<file path="src/rtl/fsp_pkg.sv">
// ============================================================================
// Format spec parser package
// Shared types, codes and arithmetic helpers of the conversion spec parser.
// ============================================================================
package fsp_pkg;

    localparam int unsigned NUM_BITS = 16;
    localparam logic [NUM_BITS-1:0] NUM_MAX = '1;

    typedef enum logic [2:0] {
        ST_FLAGS,
        ST_WIDTH,
        ST_WDIG,
        ST_DOT,
        ST_PREC,
        ST_PDIG,
        ST_MOD,
        ST_MOD2
    } t_stage;

    typedef enum logic [2:0] {
        MOD_NONE,
        MOD_HH,
        MOD_H,
        MOD_L,
        MOD_LL,
        MOD_CAPL
    } t_mod;

    typedef enum logic [1:0] {
        STS_OK,
        STS_NO_SPEC,
        STS_UNKNOWN
    } t_status;

    localparam logic [1:0] BASE_DEC = 2'd0;
    localparam logic [1:0] BASE_OCT = 2'd1;
    localparam logic [1:0] BASE_HEX = 2'd2;

    localparam logic [1:0] FS_NONE = 2'd0;
    localparam logic [1:0] FS_F    = 2'd1;
    localparam logic [1:0] FS_E    = 2'd2;
    localparam logic [1:0] FS_G    = 2'd3;

    localparam logic [4:0] AT_NONE    = 5'd0;
    localparam logic [4:0] AT_INT     = 5'd1;
    localparam logic [4:0] AT_UINT    = 5'd6;
    localparam logic [4:0] AT_DOUBLE  = 5'd11;
    localparam logic [4:0] AT_LDOUBLE = 5'd12;
    localparam logic [4:0] AT_CHAR    = 5'd13;
    localparam logic [4:0] AT_WCHAR   = 5'd14;
    localparam logic [4:0] AT_STR     = 5'd15;
    localparam logic [4:0] AT_WSTR    = 5'd16;
    localparam logic [4:0] AT_PTR     = 5'd17;
    localparam logic [4:0] AT_PCT     = 5'd18;
    localparam logic [4:0] AT_N_INT   = 5'd19;

    localparam logic [4:0] FLG_LEFT  = 5'b00001;
    localparam logic [4:0] FLG_SIGN  = 5'b00010;
    localparam logic [4:0] FLG_BLANK = 5'b00100;
    localparam logic [4:0] FLG_ALT   = 5'b01000;
    localparam logic [4:0] FLG_ZPAD  = 5'b10000;

    localparam logic [7:0] CH_NUL   = 8'h00;
    localparam logic [7:0] CH_STAR  = "*";
    localparam logic [7:0] CH_DOT   = ".";
    localparam logic [7:0] CH_MINUS = "-";
    localparam logic [7:0] CH_PLUS  = "+";
    localparam logic [7:0] CH_SPACE = " ";
    localparam logic [7:0] CH_HASH  = "#";
    localparam logic [7:0] CH_ZERO  = "0";
    localparam logic [7:0] CH_NINE  = "9";
    localparam logic [7:0] CH_UP_A  = "A";
    localparam logic [7:0] CH_UP_Z  = "Z";
    localparam logic [7:0] CH_UP_L  = "L";
    localparam logic [7:0] CH_LO_H  = "h";
    localparam logic [7:0] CH_LO_L  = "l";
    localparam logic [7:0] CH_LO_D  = "d";
    localparam logic [7:0] CH_LO_I  = "i";
    localparam logic [7:0] CH_LO_U  = "u";
    localparam logic [7:0] CH_LO_O  = "o";
    localparam logic [7:0] CH_LO_X  = "x";
    localparam logic [7:0] CH_LO_F  = "f";
    localparam logic [7:0] CH_LO_E  = "e";
    localparam logic [7:0] CH_LO_G  = "g";
    localparam logic [7:0] CH_LO_C  = "c";
    localparam logic [7:0] CH_LO_S  = "s";
    localparam logic [7:0] CH_LO_P  = "p";
    localparam logic [7:0] CH_LO_N  = "n";
    localparam logic [7:0] CH_PCT   = "%";
    localparam logic [7:0] CASE_OFS = 8'd32;

    typedef struct packed {
        logic [7:0]         ch;
        logic signed [31:0] star_value;
    } t_in_item;

    typedef struct packed {
        logic [1:0]  status;
        logic [4:0]  flag_bits;
        logic        width_given;
        logic [15:0] width_num;
        logic        precision_given;
        logic [15:0] prec_num;
        logic [2:0]  length_modifier;
        logic [7:0]  specifier_char;
        logic        uppercase;
        logic [4:0]  arg_type;
        logic [1:0]  number_base;
        logic [1:0]  float_style;
    } t_out_item;

    function automatic logic [4:0] flag_of(input logic [7:0] c);
        logic [4:0] f;
        unique case (c)
            CH_MINUS: f = FLG_LEFT;
            CH_PLUS:  f = FLG_SIGN;
            CH_SPACE: f = FLG_BLANK;
            CH_HASH:  f = FLG_ALT;
            CH_ZERO:  f = FLG_ZPAD;
            default:  f = 5'd0;
        endcase
        return f;
    endfunction

    function automatic logic [4:0] int_kind(input t_mod m);
        logic [4:0] k;
        unique case (m)
            MOD_HH:  k = 5'd1;
            MOD_H:   k = 5'd2;
            MOD_L:   k = 5'd3;
            MOD_LL:  k = 5'd4;
            default: k = 5'd0;
        endcase
        return k;
    endfunction

    function automatic logic [NUM_BITS-1:0] add_digit(
        input logic [NUM_BITS-1:0] acc,
        input logic [7:0]          c
    );
        logic [NUM_BITS+3:0] sum;
        sum = (NUM_BITS+4)'({acc, 3'b000}) + (NUM_BITS+4)'({acc, 1'b0})
            + (NUM_BITS+4)'(c - CH_ZERO);
        if (sum > (NUM_BITS+4)'(NUM_MAX)) begin
            return NUM_MAX;
        end
        return sum[NUM_BITS-1:0];
    endfunction

    function automatic logic [NUM_BITS-1:0] mag_of(input logic signed [31:0] sv);
        logic [31:0] u;
        logic [31:0] m;
        u = sv;
        m = u[31] ? (32'd0 - u) : u;
        if ({1'b0, m} > 33'(NUM_MAX)) begin
            return NUM_MAX;
        end
        return m[NUM_BITS-1:0];
    endfunction

endpackage

</file>
<file path="src/rtl/format_spec_parser.sv">
// ============================================================================
// Format spec parser
// Walks the characters after a percent sign and emits one record per spec.
// Timing: input register, then parse logic into the result register.
// Throughput: one character per cycle, held while a finished spec waits on
//   a full result register; the stage and accumulator update through one
//   digit multiply-add sets the cycle.
// Reset: synchronous active low; parse state returns to the flags stage,
//   scan mode clears to print grammar, both registers empty.
// ============================================================================
module format_spec_parser (
    input  logic                 i_clk,
    input  logic                 i_rst_n,
    input  logic                 i_cfg_we,
    input  logic                 i_cfg_data,
    input  logic                 i_in_valid,
    output logic                 o_in_ready,
    input  fsp_pkg::t_in_item    i_in_data,
    output logic                 o_out_valid,
    input  logic                 i_out_ready,
    output fsp_pkg::t_out_item   o_out_data
);
    import fsp_pkg::*;

    logic                r_scan_mode;
    logic                r_in_valid;
    t_in_item            r_in;
    logic                r_out_valid;
    t_out_item           r_out;

    t_stage              r_stage,  n_stage;
    logic [4:0]          r_flags,  n_flags;
    logic                r_wseen,  n_wseen;
    logic [NUM_BITS-1:0] r_wacc,   n_wacc;
    logic                r_pseen,  n_pseen;
    logic [NUM_BITS-1:0] r_pacc,   n_pacc;
    t_mod                r_mod,    n_mod;

    logic                emit;
    logic                advance;
    t_out_item           rec;

    logic [7:0]          ch;
    logic [7:0]          lc;
    logic                upper;
    logic                is_dig;
    logic [4:0]          fbit;
    logic [4:0]          kind;
    logic [NUM_BITS-1:0] w_add;
    logic [NUM_BITS-1:0] p_add;
    logic [NUM_BITS-1:0] mag;

    assign ch     = r_in.ch;
    assign fbit   = flag_of(ch);
    assign is_dig = (ch >= CH_ZERO) && (ch <= CH_NINE);
    assign w_add  = add_digit(r_wacc, ch);
    assign p_add  = add_digit(r_pacc, ch);
    assign mag    = mag_of(r_in.star_value);
    assign upper  = (ch >= CH_UP_A) && (ch <= CH_UP_Z);
    assign lc     = upper ? (ch + CASE_OFS) : ch;
    assign kind   = int_kind(r_mod);

    // stage walk: fall through stages until the character is taken or ends the spec
    always_comb begin
        logic   taken;
        t_stage st;
        taken   = 1'b0;
        emit    = 1'b0;
        st      = r_stage;
        n_stage = r_stage;
        n_flags = r_flags;
        n_wseen = r_wseen;
        n_wacc  = r_wacc;
        n_pseen = r_pseen;
        n_pacc  = r_pacc;
        n_mod   = r_mod;

        if (st == ST_FLAGS) begin
            if (!r_scan_mode && (fbit != 5'd0) && ((r_flags & fbit) == 5'd0)) begin
                n_flags = r_flags | fbit;
                taken   = 1'b1;
            end else begin
                st = ST_WIDTH;
            end
        end
        if (!taken && st == ST_WIDTH) begin
            if (ch == CH_STAR) begin
                n_wseen = 1'b1;
                n_wacc  = r_scan_mode ? '0 : mag;
                n_stage = r_scan_mode ? ST_MOD : ST_DOT;
                taken   = 1'b1;
            end else if (is_dig) begin
                n_wseen = 1'b1;
                n_wacc  = w_add;
                n_stage = ST_WDIG;
                taken   = 1'b1;
            end else begin
                st = ST_DOT;
            end
        end
        if (!taken && st == ST_WDIG) begin
            if (is_dig) begin
                n_wacc = w_add;
                taken  = 1'b1;
            end else begin
                st = ST_DOT;
            end
        end
        if (!taken && st == ST_DOT) begin
            if (!r_scan_mode && ch == CH_DOT) begin
                n_pseen = 1'b1;
                n_stage = ST_PREC;
                taken   = 1'b1;
            end else begin
                st = ST_MOD;
            end
        end
        if (!taken && st == ST_PREC) begin
            if (ch == CH_STAR) begin
                n_pacc  = mag;
                n_stage = ST_MOD;
                taken   = 1'b1;
            end else if (is_dig) begin
                n_pacc  = p_add;
                n_stage = ST_PDIG;
                taken   = 1'b1;
            end else begin
                st = ST_MOD;
            end
        end
        if (!taken && st == ST_PDIG) begin
            if (is_dig) begin
                n_pacc = p_add;
                taken  = 1'b1;
            end else begin
                st = ST_MOD;
            end
        end
        if (!taken && st == ST_MOD) begin
            if (ch == CH_LO_H || ch == CH_LO_L || ch == CH_UP_L) begin
                n_mod   = (ch == CH_LO_H) ? MOD_H : (ch == CH_LO_L) ? MOD_L : MOD_CAPL;
                n_stage = ST_MOD2;
                taken   = 1'b1;
            end else begin
                emit = 1'b1;
            end
        end else if (!taken && st == ST_MOD2) begin
            if (r_mod == MOD_H && ch == CH_LO_H) begin
                n_mod = MOD_HH;
                taken = 1'b1;
            end else if (r_mod == MOD_L && ch == CH_LO_L) begin
                n_mod = MOD_LL;
                taken = 1'b1;
            end else begin
                emit = 1'b1;
            end
        end

        if (emit) begin
            n_stage = ST_FLAGS;
            n_flags = '0;
            n_wseen = 1'b0;
            n_wacc  = '0;
            n_pseen = 1'b0;
            n_pacc  = '0;
            n_mod   = MOD_NONE;
        end
    end

    // result record, built from the state the spec ended in
    always_comb begin
        rec.status          = STS_OK;
        rec.flag_bits       = r_flags;
        rec.width_given     = r_wseen;
        rec.width_num       = 16'(r_wacc);
        rec.precision_given = r_pseen;
        rec.prec_num        = 16'(r_pacc);
        rec.length_modifier = r_mod;
        rec.specifier_char  = ch;
        rec.uppercase       = upper;
        rec.arg_type        = AT_NONE;
        rec.number_base     = BASE_DEC;
        rec.float_style     = FS_NONE;
        if (ch == CH_NUL) begin
            rec.status = STS_NO_SPEC;
        end else begin
            unique case (lc)
                CH_LO_D, CH_LO_I: begin
                    rec.arg_type  = AT_INT + kind;
                    rec.flag_bits = r_flags & ~FLG_ALT;
                end
                CH_LO_U: begin
                    rec.arg_type  = AT_UINT + kind;
                    rec.flag_bits = r_flags & ~FLG_ALT;
                end
                CH_LO_O: begin
                    rec.arg_type    = AT_UINT + kind;
                    rec.number_base = BASE_OCT;
                end
                CH_LO_X: begin
                    rec.arg_type    = AT_UINT + kind;
                    rec.number_base = BASE_HEX;
                end
                CH_LO_F, CH_LO_E, CH_LO_G: begin
                    rec.arg_type    = (r_mod == MOD_CAPL) ? AT_LDOUBLE : AT_DOUBLE;
                    rec.float_style = (lc == CH_LO_F) ? FS_F : (lc == CH_LO_E) ? FS_E : FS_G;
                end
                CH_LO_C: begin
                    rec.arg_type  = (r_mod == MOD_L) ? AT_WCHAR : AT_CHAR;
                    rec.flag_bits = r_flags & FLG_LEFT;
                end
                CH_LO_S: begin
                    rec.arg_type  = (r_mod == MOD_L) ? AT_WSTR : AT_STR;
                    rec.flag_bits = r_flags & FLG_LEFT;
                end
                CH_LO_P: begin
                    rec.arg_type    = AT_PTR;
                    rec.number_base = BASE_HEX;
                    rec.flag_bits   = r_flags & ~(FLG_SIGN | FLG_BLANK | FLG_ALT);
                end
                CH_PCT: begin
                    rec.arg_type = AT_PCT;
                end
                CH_LO_N: begin
                    rec.arg_type = AT_N_INT + kind;
                end
                default: begin
                    rec.status = STS_UNKNOWN;
                end
            endcase
        end
    end

    assign advance    = r_in_valid && (!emit || !r_out_valid || i_out_ready);
    assign o_in_ready = !r_in_valid || advance;

    always_ff @(posedge i_clk) begin
        if (!i_rst_n) begin
            r_scan_mode <= 1'b0;
            r_in_valid  <= 1'b0;
            r_out_valid <= 1'b0;
            r_stage     <= ST_FLAGS;
            r_flags     <= '0;
            r_wseen     <= 1'b0;
            r_wacc      <= '0;
            r_pseen     <= 1'b0;
            r_pacc      <= '0;
            r_mod       <= MOD_NONE;
        end else begin
            if (i_cfg_we) begin
                r_scan_mode <= i_cfg_data;
            end
            r_in_valid  <= (i_in_valid && o_in_ready) || (r_in_valid && !advance);
            r_out_valid <= (r_out_valid && !i_out_ready) || (advance && emit);
            if (advance) begin
                r_stage <= n_stage;
                r_flags <= n_flags;
                r_wseen <= n_wseen;
                r_wacc  <= n_wacc;
                r_pseen <= n_pseen;
                r_pacc  <= n_pacc;
                r_mod   <= n_mod;
            end
        end
    end

    always_ff @(posedge i_clk) begin
        if (i_in_valid && o_in_ready) begin
            r_in <= i_in_data;
        end
        if (advance && emit) begin
            r_out <= rec;
        end
    end

    assign o_out_valid = r_out_valid;
    assign o_out_data  = r_out;

`ifndef SYNTHESIS
    a_reset_empty: assert property (@(posedge i_clk)
        !i_rst_n |=> !o_out_valid && !r_in_valid)
        else $error("result valid right after reset");

    a_clear_after_emit: assert property (@(posedge i_clk) disable iff (!i_rst_n)
        advance && emit |=> r_stage == ST_FLAGS && r_flags == 5'd0 && !r_wseen
            && !r_pseen && r_mod == MOD_NONE)
        else $error("parse state not cleared after record");

    a_ok_has_type: assert property (@(posedge i_clk) disable iff (!i_rst_n)
        o_out_valid && o_out_data.status == STS_OK |-> o_out_data.arg_type != AT_NONE)
        else $error("ok record without argument type");

    a_err_no_type: assert property (@(posedge i_clk) disable iff (!i_rst_n)
        o_out_valid && o_out_data.status != STS_OK |-> o_out_data.arg_type == AT_NONE
            && o_out_data.number_base == BASE_DEC && o_out_data.float_style == FS_NONE)
        else $error("error record carries conversion fields");

    a_prec_zero: assert property (@(posedge i_clk) disable iff (!i_rst_n)
        o_out_valid && !o_out_data.precision_given |-> o_out_data.prec_num == 16'd0)
        else $error("precision value without dot");
`endif

endmodule

</file>
<file path="config.mk">
export PLATFORM = sky130hd
export DESIGN_NAME = format_spec_parser
export DESIGN_NICKNAME = d
export VERILOG_FILES = /design/src/rtl/fsp_pkg.sv /design/src/rtl/format_spec_parser.sv
export SDC_FILE = /design/constraint.sdc
export NUM_CORES = 1
export LEC_CHECK = 0
export ABC_AREA = 1
export BUFFER_PORTS_ARGS = -buffer_cell sky130_fd_sc_hd__buf_2
export CORE_MARGIN = 10
export CORE_UTILIZATION = 40
export CTS_CLUSTER_DIAMETER = 80
export DETAILED_ROUTE_END_ITERATION = 6
export SLEW_MARGIN = 0
export SYNTH_ARGS = -nofsm -noshare
export SYNTH_HDL_FRONTEND = slang
export SYNTH_SLANG_ARGS = --single-unit
</file>
<file path="constraint.sdc">
create_clock -name i_clk -period 4.8 [get_ports i_clk]
set_clock_uncertainty 0.2 [all_clocks]
set_input_delay 0.96 -clock i_clk [delete_from_list [all_inputs] [get_ports i_clk]]
set_output_delay 0.96 -clock i_clk [all_outputs]
set_load 0.03 [all_outputs]
</file>
Yosys cells after proc, flatten, opt, wreduce, memory -nomap -nowiden
Cells that the tools add are included.

cells by class
  bitwise operators = 3
  reductions and logical operators = 63
  eq/ne operators = 36
  order comparisons = 7
  multipliers = 0
  shifts and indexed selects = 0
  muxes and demuxes = 99
  add/sub/neg operators = 10
  div/mod/pow operators = 0

operator list
  kind                   count
  $mux 16                19
  $eq 8x7->1 const B     15
  $mux 3                 35
  $eq 8x6->1 const B     8
  $add 19x17->20         2
  $add 20x20->20         2
  $gt 20x16->1 const B   2
  $pmux 5 s8             1
  $gt 32x16->1 const B   1
  $mux 32                1
  $sub 1x32->32 const A  1
  $mux 1                 31
  $mux 5                 5
  $pmux 5 s5             1
  $logic_and 1x1->1      19
  $eq 3x3->1 const B     6
  $pmux 5 s3             1
  $reduce_or 13->1       1
  $eq 3x2->1 const B     4
  $logic_not 1->1        12
  $pmux 3 s4             1
  $reduce_or 3->1        4
  $reduce_bool 2->1      5
  $reduce_and 3->1       3
  other kinds (26)       38

word-level totals
  flip-flop bits (word level) = 150
  latch bits = 0
  bits in read-only memories = 0
  RAM bits = 0
  output and inout port bits = 64
  memories = 0

Longest topological paths before layout
Gate-level depths: netlist of run 1.

  word-level depth = 33
  depth in mapped cells = 26
  gate-level depth less buffers = 25

Least setup slack after synthesis of run 1
Ideal clock, no wire load.

  path kind = reg-to-reg
  start = register r_in, in the netlist ch[4]
  end = register r_in, in the netlist ch[0] (enable)
  library setup time = 0.461 ns
  path slack = -0.289 ns
  data required time = 4.139 ns
  arrival time = 4.427 ns
  stages on the path, launching flop included = 20
  path through = edfxtp_1 inv_1 ha_1 nand2_2 nor2_1 nand2_1 nand2_1 inv_1 nand3_2 nand2_2 nand2_4 nand4_2 nor2_1 nor2_2 nor2_2 nand2_2 nand2_4 inv_4 buf_4 a31oi_1

between the ends
  word-level cells in the longest chain between the ends = 32

ends and longest elaborated chain
  item                                                  line                       source
  start, declared                                       format_spec_parser.sv:27   t_in_item r_in;
  start signal, assigned                                format_spec_parser.sv:269  r_in <= i_in_data;
  $eq 8x6->1                                            fsp_pkg.sv:115             unique case (c)
  $pmux 5 s5                                            fsp_pkg.sv:115
  $and 5x5->5 or $reduce_bool 5->1 (tied branches)      format_spec_parser.sv:79   if (!r_scan_mode && (fbit != 5'd0) && ((r_flags & fbit) == 5'd0)) begin
  $logic_not 5->1 or $logic_and 1x1->1 (tied branches)  format_spec_parser.sv:79
  $logic_and 1x1->1                                     format_spec_parser.sv:79
  $mux 3 or $mux 1 (tied branches)                      format_spec_parser.sv:79
  $mux 3 or $mux 1 (tied branches)                      format_spec_parser.sv:78   if (st == ST_FLAGS) begin
  $eq 3x1->1, or another cell as far along              format_spec_parser.sv:86   if (!taken && st == ST_WIDTH) begin
  (+15 left out)                                        -
  $logic_and 1x1->1                                     format_spec_parser.sv:147  end else if (!taken && st == ST_MOD2) begin
  $mux 1                                                format_spec_parser.sv:147
  $mux 1 (*)                                            format_spec_parser.sv:139  if (!taken && st == ST_MOD) begin
  $logic_not 1->1 (*)                                   format_spec_parser.sv:234  assign advance = r_in_valid && (!emit || !r_out_valid || i_out_ready);
  $logic_or 1x1->1 (*) (2 in a row)                     format_spec_parser.sv:234
  $logic_and 1x1->1 (*)                                 format_spec_parser.sv:234
  $logic_or 1x1->1 (*)                                  format_spec_parser.sv:235  assign o_in_ready = !r_in_valid || advance;
  $logic_and 1x1->1 (*)                                 format_spec_parser.sv:268  if (i_in_valid && o_in_ready) begin

Every way passes the cells marked *; elsewhere a longest branch is shown, timed or not.
A chain may end at the register's enable or synchronous reset.

Worst setup path after layout of run 1
  start = register r_in, in the netlist ch[3]
  end = output port o_in_ready

between the ends
  word-level cells in the longest chain between the ends = 31

ends and longest elaborated chain
  item                                                  line                                                  source
  $eq 8x6->1                                            fsp_pkg.sv:115
  $pmux 5 s5                                            fsp_pkg.sv:115
  $and 5x5->5 or $reduce_bool 5->1 (tied branches)      format_spec_parser.sv:79
  $logic_not 5->1 or $logic_and 1x1->1 (tied branches)  format_spec_parser.sv:79
  $logic_and 1x1->1                                     format_spec_parser.sv:79
  $mux 3 or $mux 1 (tied branches)                      format_spec_parser.sv:79
  $mux 3 or $mux 1 (tied branches)                      format_spec_parser.sv:78
  $eq 3x1->1, or another cell as far along              format_spec_parser.sv:86
  (+14 left out)                                        -
  $eq 3x3->1 or $logic_not 1->1 (tied branches)         format_spec_parser.sv:147, format_spec_parser.sv:139
  $logic_and 1x1->1                                     format_spec_parser.sv:147
  $mux 1                                                format_spec_parser.sv:147
  $mux 1 (*)                                            format_spec_parser.sv:139
  $logic_not 1->1 (*)                                   format_spec_parser.sv:234
  $logic_or 1x1->1 (*) (2 in a row)                     format_spec_parser.sv:234
  $logic_and 1x1->1 (*)                                 format_spec_parser.sv:234
  $logic_or 1x1->1 (*)                                  format_spec_parser.sv:235
  end, declared                                         format_spec_parser.sv:17                              output logic o_in_ready,

Marked as above.

==> Flow_metrics.wiki, run 1 <==
{| class="wikitable"
! Metric !! Value
|-
| Status || complete, no violations
|-
| Number of max-cap violations || 0
|-
| Number of failing setup endpoints in the final timing report || 0
|-
| Count of clock tree sinks || 150
|-
| Sequential-to-total area share from yosys stat || 36.17%
|-
| Area contributors post-synth || sky130_fd_sc_hd__edfxtp_1 28%, sky130_fd_sc_hd__nand2_1 12%, sky130_fd_sc_hd__dfxtp_1 8.6%
|-
| Leakage dissipation || 5.721 nW
|-
| Required time at the endpoint of the critical path || 3.64 ns
|-
| Setup TNS || 0 ns
|-
| TritonCTS clock tree || yes
|-
| IO Pins || 110
|-
| Final design utilization || 47.09%
|-
| Number of synthesized register bits || 150
|-
| Number of CTS-inserted buffers || 17
|-
| Headroom to the max-slew limit || 30.36%
|-
| First-pass iteration count of the detailed router || 5
|-
| Drt first-iter violations || 828
|-
| # hold bufs at CTS || 0
|-
| Detailed-route vias per instance || 5.274
|-
| Most frequent cells in the layout || 347 x sky130_fd_sc_hd__nand2_1, 230 x sky130_fd_sc_hd__nor2_1, 149 x sky130_fd_sc_hd__inv_1, 109 x sky130_fd_sc_hd__buf_2, 102 x sky130_fd_sc_hd__edfxtp_1
|-
| Number of nets in the layout || 1725
|-
| Post-synth top area cell || sky130_fd_sc_hd__edfxtp_1
|-
| Final number of hold-violating endpoints || 0
|-
| Number of DRC violations after detailed routing || 0
|-
| Element type at the critical path end || output pin
|-
| H-tree Lvls || 4
|-
| Antenna violations before repair || 0
|-
| Die area || 34880 sq um
|-
| Largest net degree at the start of global routing || 56
|-
| Final Max Slew Viols || 0
|-
| Avg Cell Area, Syn || 7.507 sq um
|-
| Startpoint class of the critical path || flip-flop
|-
| Number of enable-type register cells in the synthesized netlist || 102
|-
| Routed WL per cell || 16.86 um
|-
| Highest ir drop seen on vdd || 0.0001802 V
|-
| Fraction of layout instances using a drive strength above 1 || 13.67%
|-
| Category of the most critical setup path || flip-flop to output pin
|-
| DRT antenna net count || 0
|-
| Largest fanout on the critical path || 10
|-
| Die boundary width || 186.8 um
|-
| Shortest clock period the worst path allows after layout || 4.640 ns
|-
| Top-area cell type share of the netlist area || 27.53%
|-
| Synth async-reset ratio || 0%
|-
| Clock Tree Root || sky130_fd_sc_hd__clkbuf_16
|-
| Commonest non-fill, non-tap cell in the layout || sky130_fd_sc_hd__nand2_1
|-
| Floorplan row count || 60
|-
| Count of buffers inserted at the top-level ports || 109
|-
| Peak clock frequency supported by timing || 215.5 MHz
|-
| Yosys warning total || 0
|-
| Global-route usage over all layers || 18.98%
|-
| Die Ht || 186.8 um
|-
| Number of diodes || 0
|-
| Layout overhead on the synthesized area || 15.01%
|-
| Placeable core region || 27180 sq um
|-
| Worst Path Arrival || 3.48 ns
|-
| Cells after Synth || 1482
|-
| Period utilisation layout || 96.67%
|-
| Clock network latency to the later pin of the worst-skew pair || 0.44 ns
|-
| Vias in the first global route || 10230
|-
| HPWL after detailed placement || 25.14 mm
|-
| Gr ovfl total || 0
|-
| Via count || 10450
|-
| Initial Utilization || 40.94%
|-
| Pwr per Cell Area || 285.7 nW/um^2
|-
| Primary FF master, synth || sky130_fd_sc_hd__edfxtp_1
|-
| Gp weighted congestion || 0.9242
|-
| Synth Net Count || 1611
|-
| Yosys cell types || 47
|-
| Reg clk slew, reported paths || 0.07 ns
|-
| Total routed wirelength || 33.40 mm
|-
| Post-synthesis instance area || 11130 sq um
|-
| Type of the tightest min-delay check || flip-flop to flip-flop
|-
| Pin slew with the least headroom to its limit || 1.043 ns
|-
| Max Root-Sink Buffers || 2
|-
| Global-route wire length before repair || 54.28 mm
|}
[sequential cells by signal (all words and copies together), names as in the netlist, 3 cells and up]
signal      cells
r_wacc         16
r_in           32
o_out_data     62
r_pacc         16
r_stage         3
r_flags         5
r_mod           3
ch              8
[metal layers]
metal | vias to the layer above | GRT usage [%] | wire length [um]
met5 | - | 0 | 0
met4 | 0 | 6.203 | 765
met3 | 50 | 3.147 | 2159
met2 | 385 | 30.57 | 15100
met1 | 4836 | 25.35 | 15380
li1 | 5176 | - | -
[cell families after synthesis]
| kind of cell | count (synthesis) | synth area share, % |
|---|---|---|
| flip-flops | 150 | 36.17 |
| AO/OA/AOI/OAI | 222 | 11.21 |
| XOR/XNOR | 42 | 3.306 |
| adder cells (fa/ha/maj) | 83 | 11.43 |
| buffers and inverters | 205 | 7.310 |
| AND/OR/NAND/NOR | 780 | 30.58 |
[area by class of cell]
cell class,instances,area (sq um)
Timing Repair Buffer,134,783.3
Fill cell,2741,14380
Sequential cell,150,4024
Inverter,166,634.4
Multi-Input combinational cell,1127,6322
Clock buffer,18,429.2
Clock inverter,14,137.6
Tap cell,372,465.4
[stage by stage]
step           instances  total power, mW  setup WS [ns]  area (sq um)  hold WS [ns]
2_1_floorplan       1482            2.101         0.2569         11130        0.2082
3_3_place_gp        1946            2.342         0.3337         12180        0.2199
3_5_place_dp        1946            2.346         0.2370         12180        0.2174
4_1_cts             1978            3.683        0.09051         12750        0.2310
5_1_grt             1981            3.843     -0.0002265         12800        0.2343
6_report            1981            3.656         0.1599         12800        0.2308
[Yosys cell counts (9+ instances only)]
cell and number:
sky130_fd_sc_hd__dfxtp_1 48, sky130_fd_sc_hd__o21ai_0 59, sky130_fd_sc_hd__nand3_1 93, sky130_fd_sc_hd__inv_2 11, sky130_fd_sc_hd__ha_1 52, sky130_fd_sc_hd__o211ai_1 12, sky130_fd_sc_hd__o21ai_1 17, sky130_fd_sc_hd__xor2_1 24
sky130_fd_sc_hd__buf_2 10, sky130_fd_sc_hd__a21oi_1 101, sky130_fd_sc_hd__edfxtp_1 102, sky130_fd_sc_hd__o2111ai_1 13, sky130_fd_sc_hd__inv_1 151, sky130_fd_sc_hd__nor2_2 9, sky130_fd_sc_hd__nor3_1 11, sky130_fd_sc_hd__nand4_1 45
sky130_fd_sc_hd__clkbuf_1 24, sky130_fd_sc_hd__xnor2_1 18, sky130_fd_sc_hd__nand3b_1 10, sky130_fd_sc_hd__fa_1 31, sky130_fd_sc_hd__nor2_1 233, sky130_fd_sc_hd__nand2_1 348
[what timing repair did]
item | 4_1_cts | 5_1_grt
endpoints found under the setup margin | 1 | 12
setup buffers | 0 | 3
gates cloned | 0 | 0
resized for setup | 1 | 6
[final timing paths]
path	from	end	slack [ns]	cells after the start
worst max-delay path	ch[3]	o_in_ready	0.16	18
worst min-delay path	r_wseen	o_out_data[54]	0.23	0
worst max register to register	ch[4]	r_pacc[6]	0.33	23
worst min register to register	r_wseen	o_out_data[54]	0.23	0
[where the power goes]
part	internal, mW	leakage (nW)	switching, mW
combinational	0.277	4.07	0.522
clock	0.690	0.273	0.640
sequential	1.45	1.38	0.0729
[worst max-delay path, stage by stage (launching register included)]
cell	delay [ns]
sky130_fd_sc_hd__edfxtp_1	0.63
sky130_fd_sc_hd__inv_2	0.14
sky130_fd_sc_hd__nor2_2	0.06
sky130_fd_sc_hd__nand2_1	0.15
sky130_fd_sc_hd__nand4_1	0.11
sky130_fd_sc_hd__nand2_2	0.29
sky130_fd_sc_hd__inv_4	0.08
sky130_fd_sc_hd__nor2_8	0.19
sky130_fd_sc_hd__nand3_4	0.12
sky130_fd_sc_hd__nand2_4	0.10
sky130_fd_sc_hd__inv_2	0.05
sky130_fd_sc_hd__nand4_4	0.14
sky130_fd_sc_hd__nand3_2	0.17
sky130_fd_sc_hd__nor2_2	0.15
sky130_fd_sc_hd__nand2_2	0.12
sky130_fd_sc_hd__nand2_4	0.10
sky130_fd_sc_hd__inv_4	0.03
sky130_fd_sc_hd__nand3_1	0.14
sky130_fd_sc_hd__buf_2	0.25
Note: power is estimated with default switching activity, not from simulation.
==> inputs of run 2 (changes only) <==
--- a/config.mk
+++ b/config.mk
@@ -8,9 +8,12 @@
 export ABC_AREA = 1
 export BUFFER_PORTS_ARGS = -buffer_cell sky130_fd_sc_hd__buf_2
 export CORE_MARGIN = 10
-export CORE_UTILIZATION = 40
+export CORE_UTILIZATION = 45
 export CTS_CLUSTER_DIAMETER = 80
 export DETAILED_ROUTE_END_ITERATION = 6
+export MAX_ROUTING_LAYER = met4
+export PLACE_DENSITY = 0.66
+export SETUP_SLACK_MARGIN = 0.02
 export SLEW_MARGIN = 0
 export SYNTH_ARGS = -nofsm -noshare
 export SYNTH_HDL_FRONTEND = slang
==> run 2 against run 1 <==
Clock-buffer cell count stayed put. Register-to-register slack improved by 0.13 ns. Sequential cell count did not move. Combinational power increased by 2%. Power grew 2.2%. Critical path depth rose by 2. First-iteration DRC count is 19% higher. Sequential share of layout area shrank 0.061 points. Largest power group unchanged. Core utilization rose by 5.6 points. Clock power increased by 5%.
==> Flow_metrics.wiki, run 2 (synthesis results as in run 1) <==
{| class="wikitable"
! Metric !! Value
|-
| Headroom to the max-slew limit || 32.19% (+1.8 points)
|-
| Clock network latency to the later pin of the worst-skew pair || 0.44 ns (about the same)
|-
| Startpoint class of the critical path || flip-flop
|-
| Pwr per Cell Area || 291.5 nW/um^2 (+2.0%)
|-
| Gp weighted congestion || 0.9525 (+3.1%)
|-
| Post-route worst setup slack || 0.1798 ns (+0.01994 ns)
|-
| Type of the tightest min-delay check || flip-flop to flip-flop
|-
| Vias in the first global route || 10100 (-1.3%)
|-
| Worst slack at placement || 0.3350 ns (+0.09802 ns)
|-
| Placed cell areas || 12140 sq um (-0.37%)
|-
| DRT antenna net count || 0 (unchanged)
|-
| Element type at the critical path end || output pin
|-
| Period utilisation layout || 96.25% (-0.42 points)
|-
| Final number of hold-violating endpoints || 0 (unchanged)
|-
| Shortest clock period the worst path allows after layout || 4.620 ns (-0.01994 ns)
|-
| Crit-path cells || inv_1, buf_4, ha_1, nand2_2, nor2_2, nand2_1, nand2_1, inv_1, nand3_2, nand2_2, nand2_4, inv_2, o21bai_1, nor2_2, nor2_2, nand2_2, nand2_4, inv_4, nand3_1, buf_4
|-
| Number of failing setup endpoints in the final timing report || 0 (unchanged)
|-
| Number of DRC violations after detailed routing || 0 (unchanged)
|-
| Peak clock frequency supported by timing || 216.4 MHz (+0.43%)
|-
| Highest ir drop seen on vdd || 0.0001674 V (-7.1%)
|-
| Die Ht || 177.2 um (-5.1%)
|-
| Pin slew with the least headroom to its limit || 1.016 ns (-0.02744 ns)
|-
| Post-route cell area || 12820 sq um (+0.20%)
|-
| Cell family contributing the most delay on the critical path || simple AND/OR/NAND/NOR gates
|-
| Category of the most critical setup path || flip-flop to output pin
|-
| Fraction of layout instances using a drive strength above 1 || 13.92% (+0.25 points)
|-
| Count of clock tree sinks || 150 (unchanged)
|-
| Worst path max stage delay || 0.51 ns (-0.12 ns)
|-
| Buffer and inverter count on the worst path || 6 (+1)
|-
| Reg clk slew, reported paths || 0.07 ns (about the same)
|-
| Die boundary width || 177.2 um (-5.1%)
|-
| Final Max Slew Viols || 0 (unchanged)
|-
| Number of nets in the layout || 1732 (+0.41%)
|-
| Clock Tree Root || sky130_fd_sc_hd__clkbuf_16
|-
| Global-route wire length before repair || 53.06 mm (-2.2%)
|-
| Leakage dissipation || 5.773 nW (+0.91%)
|-
| TritonCTS clock tree || yes
|-
| Count of buffers inserted at the top-level ports || 109 (unchanged)
|-
| HPWL after detailed placement || 24.56 mm (-2.3%)
|-
| Die area || 31410 sq um (-10%)
|-
| Via count || 10500 (+0.52%)
|-
| Most frequent cells in the layout || 348 x sky130_fd_sc_hd__nand2_1, 231 x sky130_fd_sc_hd__nor2_1, 150 x sky130_fd_sc_hd__inv_1, 108 x sky130_fd_sc_hd__buf_2, 102 x sky130_fd_sc_hd__edfxtp_1
|-
| HP Start || r_wseen
|-
| Global-route usage over all layers || 21.68% (+2.7 points)
|-
| Launching element of the worst setup path || ch[4]
|-
| Setup TNS || 0 ns (unchanged)
|-
| Drt first-iter violations || 988 (+19%)
|-
| Detailed-route vias per instance || 5.413 (+2.6%)
|-
| Commonest non-fill, non-tap cell in the layout || sky130_fd_sc_hd__nand2_1
|-
| Area of the multi-input gates || 6330 sq um (+0.12%)
|-
| Max Root-Sink Buffers || 2 (unchanged)
|-
| Number of CTS-inserted buffers || 17 (unchanged)
|-
| Floorplan row count || 57 (-5.0%)
|-
| Critical path's slowest cell || sky130_fd_sc_hd__edfxtp_1
|-
| Sequential cell area || 4024 sq um (unchanged)
|-
| Final-layout fill cell count || 2336 (-15%)
|-
| Number of max-cap violations || 0 (unchanged)
|-
| Required time at the endpoint of the critical path || 3.64 ns (about the same)
|-
| # hold bufs at CTS || 0 (unchanged)
|-
| Critical R2R Launch || ch[4]
|-
| IO Pins || 110 (unchanged)
|-
| Status || complete, no violations
|-
| Unrepaired setup endpoints after global routing || true
|-
| Routed WL per cell || 17.04 um (+1.1%)
|-
| First-pass iteration count of the detailed router || 5 (unchanged)
|-
| Placeable core region || 24320 sq um (-11%)
|-
| Initial Utilization || 45.75% (+4.8 points)
|-
| Layout overhead on the synthesized area || 15.24%
|-
| Largest net degree at the start of global routing || 46 (-18%)
|-
| Flip-flop count of the largest register after layout || 62 (unchanged)
|-
| Antenna violations before repair || 0 (unchanged)
|-
| Largest fanout on the critical path || 7 (-3)
|-
| Number of diodes || 0 (unchanged)
|-
| H-tree Lvls || 4 (unchanged)
|-
| Worst Path Arrival || 3.46 ns (-0.02 ns)
|-
| Total routed wirelength || 33.07 mm (-1.0%)
|-
| Gr ovfl total || 0 (unchanged)
|}
==> run 2: final timing paths <==
| path | slack, ns | cells past startpoint | to |
|---|---|---|---|
| hold reg to reg | 0.24 | 0 | o_out_data[54] |
| hold / removal | 0.24 | 0 | o_out_data[54] |
| setup reg to reg | 0.46 | 23 | r_pacc[5] |
| setup / recovery | 0.18 | 20 | o_in_ready |
==> run 2: area by class of cell <==
cell class | count | share of cell area (%)
Clock buffer | 18 | 3.347
Clock inverter | 14 | 1.269
Inverter | 166 | 4.928
Multi-Input combinational cell | 1127 | 49.37
Sequential cell | 150 | 31.38
Tap cell | 324 | 3.162
Timing Repair Buffer | 141 | 6.539
==> run 2: what timing repair did <==
item                                    CTS  global route
buffers inserted                          0             8
gates resized for setup                   0             7
endpoints found under the setup margin    0            13
==> run 2: stage by stage <==
stage | hold WS [ns] | std cells | total power, mW | utilization [%]
final | 0.2370 | 1940 | 3.737 | 52.72
after global routing | 0.2466 | 1940 | 3.925 | 52.72
after CTS | 0.2417 | 1932 | 3.749 | 52.35
after detailed placement | 0.2263 | 1900 | 2.351 | 49.92
after global placement | 0.2172 | 1900 | 2.347 | 49.92
after floorplan | 0.2082 | 1482 | 2.101 | -
==> run 2: routing by layer <==
layer	vias up	wire (um)	track usage, %
li1	5182	-	-
met1	4900	15190	28.23
met2	365	15160	34.47
met3	54	2078	2.987
met4	0	633	6.410
met5	-	0	-
==> run 2: where the power goes <==
part	switching [mW]	internal, mW
combinational	0.529	0.282
sequential	0.0722	1.45
clock	0.619	0.782
